File: src/design/fcc_pkg.sv
// ---------------------------------------------------------------------------
// fcc_pkg: frame CRC-8 / CRC-16 checksum package
// Byte-wide CRC fold functions and the constants of both frame formats.
// ---------------------------------------------------------------------------
package fcc_pkg;

    localparam int unsigned ByteW = 8;
    localparam int unsigned CrcW  = 16;

    localparam logic [CrcW-1:0]  Crc16Init   = 16'hFFFF;
    localparam logic [CrcW-1:0]  Crc16Poly   = 16'h1021;
    localparam logic [ByteW-1:0] Crc8Init    = 8'hFF;
    // 0x31 bit-reversed for the right-shifting form
    localparam logic [ByteW-1:0] Crc8PolyRef = 8'h8C;

    typedef logic [ByteW-1:0] byte_t;
    typedef logic [CrcW-1:0]  crc_t;

    typedef struct packed {
        crc_t checksum_value;
        logic remainder_zero;
    } result_t;

    // MSB-first CRC-16, one byte folded in
    function automatic crc_t fold_crc16(input crc_t crc, input byte_t data);
        crc_t c;
        c = crc ^ {data, 8'h00};
        for (int i = 0; i < ByteW; i++)
        begin
            if (c[CrcW-1])
                c = {c[CrcW-2:0], 1'b0} ^ Crc16Poly;
            else
                c = {c[CrcW-2:0], 1'b0};
        end
        return c;
    endfunction

    // Reflected CRC-8, one byte folded in
    function automatic byte_t fold_crc8(input byte_t crc, input byte_t data);
        byte_t c;
        c = crc ^ data;
        for (int i = 0; i < ByteW; i++)
        begin
            if (c[0])
                c = {1'b0, c[ByteW-1:1]} ^ Crc8PolyRef;
            else
                c = {1'b0, c[ByteW-1:1]};
        end
        return c;
    endfunction

endpackage

File: src/design/frame_crc8_crc16_checksum.sv
// ---------------------------------------------------------------------------
// frame_crc8_crc16_checksum
// Byte-serial frame checker: reflected CRC-8 (poly 0x31) for short frames,
// MSB-first CRC-16 (poly 0x1021) for long frames, result on the last byte.
// ---------------------------------------------------------------------------
//  channel | handshake                 | payload
//  --------+---------------------------+-----------------------------------
//  in      | in_valid / in_stall       | frame_byte, first_byte, last_byte,
//          |                           | long_format
//  out     | out_valid / out_stall     | checksum_value, remainder_zero
//
//  One byte per cycle unless in_stall; the CRC fold is one XOR network
//  between the CRC register and the two-entry result buffer (output
//  register plus skid), which absorbs output stalls; in_stall rises only
//  when the skid entry is full.
//  Reset: CRC register 0xFFFF, short format, both result entries empty.
// ---------------------------------------------------------------------------
module frame_crc8_crc16_checksum
(
    input  logic                 clk,
    input  logic                 rst_n,
    input  logic                 in_valid,
    output logic                 in_stall,
    input  fcc_pkg::byte_t       frame_byte,
    input  logic                 first_byte,
    input  logic                 last_byte,
    input  logic                 long_format,
    output logic                 out_valid,
    input  logic                 out_stall,
    output fcc_pkg::crc_t        checksum_value,
    output logic                 remainder_zero
);
    import fcc_pkg::*;

    crc_t    crc_reg,  crc_next;
    logic    fmt_reg,  fmt_next;
    logic    out_valid_reg,  out_valid_next;
    logic    skid_valid_reg, skid_valid_next;
    result_t out_reg,  out_next;
    result_t skid_reg, skid_next;

    logic    in_acc;
    logic    out_pop;
    logic    push;
    crc_t    base_crc;
    crc_t    new_crc;
    crc_t    value;
    result_t new_res;

    assign in_stall = skid_valid_reg;
    assign in_acc   = in_valid & ~in_stall;
    assign out_pop  = out_valid_reg & ~out_stall;
    assign push     = in_acc & last_byte;

    always_comb
    begin
        fmt_next = first_byte ? long_format : fmt_reg;
        if (first_byte)
            base_crc = long_format ? Crc16Init : {8'h00, Crc8Init};
        else
            base_crc = crc_reg;
        if (fmt_next)
            new_crc = fold_crc16(base_crc, frame_byte);
        else
            new_crc = {8'h00, fold_crc8(base_crc[ByteW-1:0], frame_byte)};
        crc_next = new_crc;
        value    = new_crc;
        new_res.checksum_value = value;
        new_res.remainder_zero = (value == '0);
    end

    // result buffer: output register with one skid entry behind it
    always_comb
    begin
        out_valid_next  = out_valid_reg;
        out_next        = out_reg;
        skid_valid_next = skid_valid_reg;
        skid_next       = skid_reg;
        if (out_valid_reg && !out_pop)
        begin
            if (push)
            begin
                skid_valid_next = 1'b1;
                skid_next       = new_res;
            end
        end
        else if (skid_valid_reg)
        begin
            // advance skid; no request enters while skid is full
            out_valid_next  = 1'b1;
            out_next        = skid_reg;
            skid_valid_next = 1'b0;
        end
        else
        begin
            out_valid_next = push;
            if (push)
                out_next = new_res;
        end
    end

    always_ff @(posedge clk or negedge rst_n)
    begin
        if (!rst_n)
        begin
            crc_reg        <= Crc16Init;
            fmt_reg        <= 1'b0;
            out_valid_reg  <= 1'b0;
            skid_valid_reg <= 1'b0;
        end
        else
        begin
            if (in_acc)
            begin
                crc_reg <= crc_next;
                fmt_reg <= fmt_next;
            end
            out_valid_reg  <= out_valid_next;
            skid_valid_reg <= skid_valid_next;
        end
    end

    always_ff @(posedge clk)
    begin
        out_reg  <= out_next;
        skid_reg <= skid_next;
    end

    assign out_valid      = out_valid_reg;
    assign checksum_value = out_reg.checksum_value;
    assign remainder_zero = out_reg.remainder_zero;

`ifndef SYNTHESIS
    a_skid_behind_out: assert property (@(posedge clk) disable iff (!rst_n)
        skid_valid_reg |-> out_valid_reg)
        else $error("skid entry held while output register empty");

    a_zero_flag: assert property (@(posedge clk) disable iff (!rst_n)
        out_valid_reg |-> (out_reg.remainder_zero == (out_reg.checksum_value == '0)))
        else $error("remainder_zero disagrees with checksum_value");

    a_short_high_clear: assert property (@(posedge clk) disable iff (!rst_n)
        ($past(in_acc) && !fmt_reg) |-> (crc_reg[CrcW-1:ByteW] == '0))
        else $error("short format CRC has high byte set");

    a_skid_fill: assert property (@(posedge clk) disable iff (!rst_n)
        (!skid_valid_reg ##1 skid_valid_reg) |-> $past(out_valid_reg && out_stall))
        else $error("skid filled without a stalled output");
`endif

endmodule
File: config.mk
export PLATFORM = sky130hd
export DESIGN_NAME = frame_crc8_crc16_checksum
export DESIGN_NICKNAME = d
export VERILOG_FILES = /design/src/design/fcc_pkg.sv /design/src/design/frame_crc8_crc16_checksum.sv
export SDC_FILE = /design/constraint.sdc
export NUM_CORES = 1
export LEC_CHECK = 0
export BUFFER_PORTS_ARGS = -buffer_cell sky130_fd_sc_hd__clkbuf_2
export CORE_MARGIN = 4
export CORE_UTILIZATION = 45
export CTS_CLUSTER_DIAMETER = 60
export CTS_CLUSTER_SIZE = 24
export DETAILED_ROUTE_END_ITERATION = 16
export HOLD_SLACK_MARGIN = 0.05
export SYNTH_ARGS = -nofsm -noshare
export SYNTH_HDL_FRONTEND = slang
export SYNTH_SLANG_ARGS = --single-unit
File: constraint.sdc
create_clock -name clk -period 6.4 [get_ports clk]
set_input_delay 0.64 -clock clk [delete_from_list [all_inputs] [get_ports clk]]
set_output_delay 0.64 -clock clk [all_outputs]
set_load 0.05 [all_outputs]
==> flow_metrics.tcl <==
set metrics [dict create \
    synthDistinctLibCells 37 \
    final_util_pct 51.7 \
    rr_endpoint "checksum_value[2]" \
    synthCells 269 \
    regToRegSetupSlack_ns 3.99 \
    dpl.cell_count 367 \
    routed_wl_mm 5.91 \
    cts.sinks 53 \
    tightest_slew_ns 0.962 \
    synth_fp_nets 284 \
    path_class "in2reg" \
    syn_avg_cell_area_sq_um 11.1 \
    synth_top_area_cell "edfxtp_1" \
    finalMaxSlewViolations 0 \
    synth_edf_count 34 \
    crit_fanout 16 \
    layout_min_cycle_time_ns 2.60 \
    hpwl_mm 4.31 \
    finalInstanceArea_sq_um 3300 \
    peakVddDrop_uv 206 \
    endpoint_kind "register" \
    crit_arrival_ns 2.74 \
    reg2reg_depth 7 \
    grt_max_degree 33 \
    routed_via_density 5.10 \
    grt_use_met2_pct 25.0 \
    clk_pin_slew_ns 0.10 \
    syn_area_sq_um 2990 \
    die_w_um 89.6 \
    crit_path_start_kind "primary input" \
    finalHoldViolations 0 \
    grt_pass1_wl_mm 9.83 \
    power_density_nw_per_um2 431 \
    synth_area_leaders "edfxtp_1 34%, dfstp_2 14%, xnor2_1 11%, nand2_1 5.3%, xnor3_1 4.5%" \
    slew_headroom_pct 35.9 \
    top_usage_layer "met2" \
    diodes 0 \
    dieArea_sq_um 8020 \
    die_h_um 89.6 \
    final_common_cell "nand2_1" \
    grt_pass1_vias 1862 \
    rows 29 \
    grt-ovfl-total 0 \
    cp-startpoint "first_byte" \
    vias 1911 \
    core-area_sq_um 6390 \
    p_leak_uw 0.00133 \
    area_delta_synth_final_pct 10.4 \
    synthArstFlopShare_pct 35.8 \
    first_iter_violations 145 \
    post-route-drc-count 0 \
    grt_util_met3_pct 3.32 \
    critPathCapture "remainder_zero" \
    root_buffer "clkbuf_8" \
    gp_congestion 0.855 \
    finalCritPeriodShare_pct 40.7 \
    wl_per_cell_um 15.8 \
    layout_common_cells "42 x nand2_1, 39 x xnor2_1, 34 x edfxtp_1" \
    antenna_found_initial 0 \
    rsz0062_at_grt "false" \
    setup_viol 0 \
    holdBufCountCts 0 \
    post_cts_resized 0 \
    fin_nets 312 \
    ant_nets 0 \
    num_io_pins 34 \
    final_layout_size_suffix_gt1_share_pct 26.5 \
    reg2reg_from "crc_reg[4]" \
    cts-htree-levels 2 \
    synth.top_cell.area_share_pct 34.1 \
    portBuffers 33 \
    met1_usage_pct 23.9 \
    drt_first_pass_iters 4 \
    largest_reg_flops 17 \
    ys_seq_area_share_pct 50.7 \
    cts_made_buffers 5 \
    clockBufferDepth 2 \
    grt_usage_pct 16.4 \
    cts_setup_buffers 0 \
    worst_ep_required_time_ns 6.54 \
    cts_tree "built" \
    fin_tns_setup_ns 0 \
    drv_cap 0 \
    start_util_pct 46.9 \
    min_path_type "in2async" \
    dpl_cell_area_sq_um 3190 \
    ys_warn_count 0 \
    layoutNonFillerInstCount 375 \
    status "finished, final reports clean" \
    max_clock_freq_mhz 384 \
    ys_ff_latch 53 \
    clkLatencyLatePin_ns 0.30 \
    synth_flop_cell "edfxtp_1" \
    skew_ns 0.0101 \
]
-- layout make-up --
type | instances | area, sq um
Fill cell | 602 | 3080
Sequential cell | 53 | 1520
Multi-Input combinational cell | 188 | 1340
Timing Repair Buffer | 36 | 188
Tap cell | 77 | 96.3
Clock buffer | 6 | 72.6
Inverter | 13 | 48.8
Clock inverter | 2 | 38.8
-- metal layers --
metal | wire (um) | share of wire [%] | up-vias
li1 | - | - | 961
met1 | 2810 | 48 | 903
met2 | 2760 | 47 | 40
met3 | 254 | 4.3 | 7
met4 | 82 | 1.4 | 0
met5 | 0 | 0 | -
-- through the flow --
stage               hold slack (ns)  total power, uW  setup WS [ns]
floorplan                     0.344             1060           3.73
global placement              0.477             1210           3.51
detailed placement            0.480             1210           3.49
CTS                           0.305             1440           3.80
global route                  0.324             1520           3.56
finish                        0.300             1430           3.80
-- cell usage after synthesis (2+ instances only) --
library cell / instances
a22o_2: 3
buf_6: 2
o31ai_1: 4
buf_2: 5
a21o_1: 2
mux2_2: 8
nand3_1: 3
edfxtp_1: 34
a21oi_1: 8
nor2_1: 16
dfstp_2: 16
nor3_1: 2
inv_1: 12
dfrtp_1: 3
o21ai_0: 22
xnor2_1: 39
xnor2_2: 2
xnor3_1: 6
clkbuf_1: 7
xor2_1: 15
nand2_1: 42
mux2i_1: 3
-- critical path, stage by stage --
cell and delay (ns):
clkbuf_2 0.30, and2b_2 0.30, nor2_2 0.54, nor2_1 0.11
a21oi_1 0.17, xor2_1 0.32, nand3_1 0.17, o31ai_2 0.19
-- kinds of logic (layout without fill, tap and decap cells) --
family	count (synthesis)	in the layout	synth area share, %
XOR/XNOR	62	62	21.4
buffers and inverters	28	57	4.60
AO/OA/AOI/OAI	43	43	8.78
flip-flops	53	53	50.7
multiplexers	11	11	4.01
AND/OR/NAND/NOR	72	72	10.5
-- worst min-delay path by stage --
| stage | start | endpoint | depth (start not counted) |
|---|---|---|---|
| after floorplan | rst_n | fmt_reg | 0 |
| after global placement | crc_reg[8] | crc_reg[8] | 2 |
| after detailed placement | fmt_reg | fmt_reg | 2 |
| after CTS | rst_n | in_stall | 1 |
| after global routing | rst_n | in_stall | 1 |
| final | rst_n | in_stall | 1 |
-- where the power goes --
| group | total, uW | switching [uW] | internal [uW] | leakage, uW |
|---|---|---|---|---|
| sequential | 557 | 64.2 | 493 | 0.000521 |
| clock | 223 | 106 | 118 | 0.0000554 |
| combinational | 646 | 369 | 276 | 0.000753 |
| total | 1430 | 539 | 887 | 0.00133 |
Note: power is estimated with default switching activity, not from simulation.
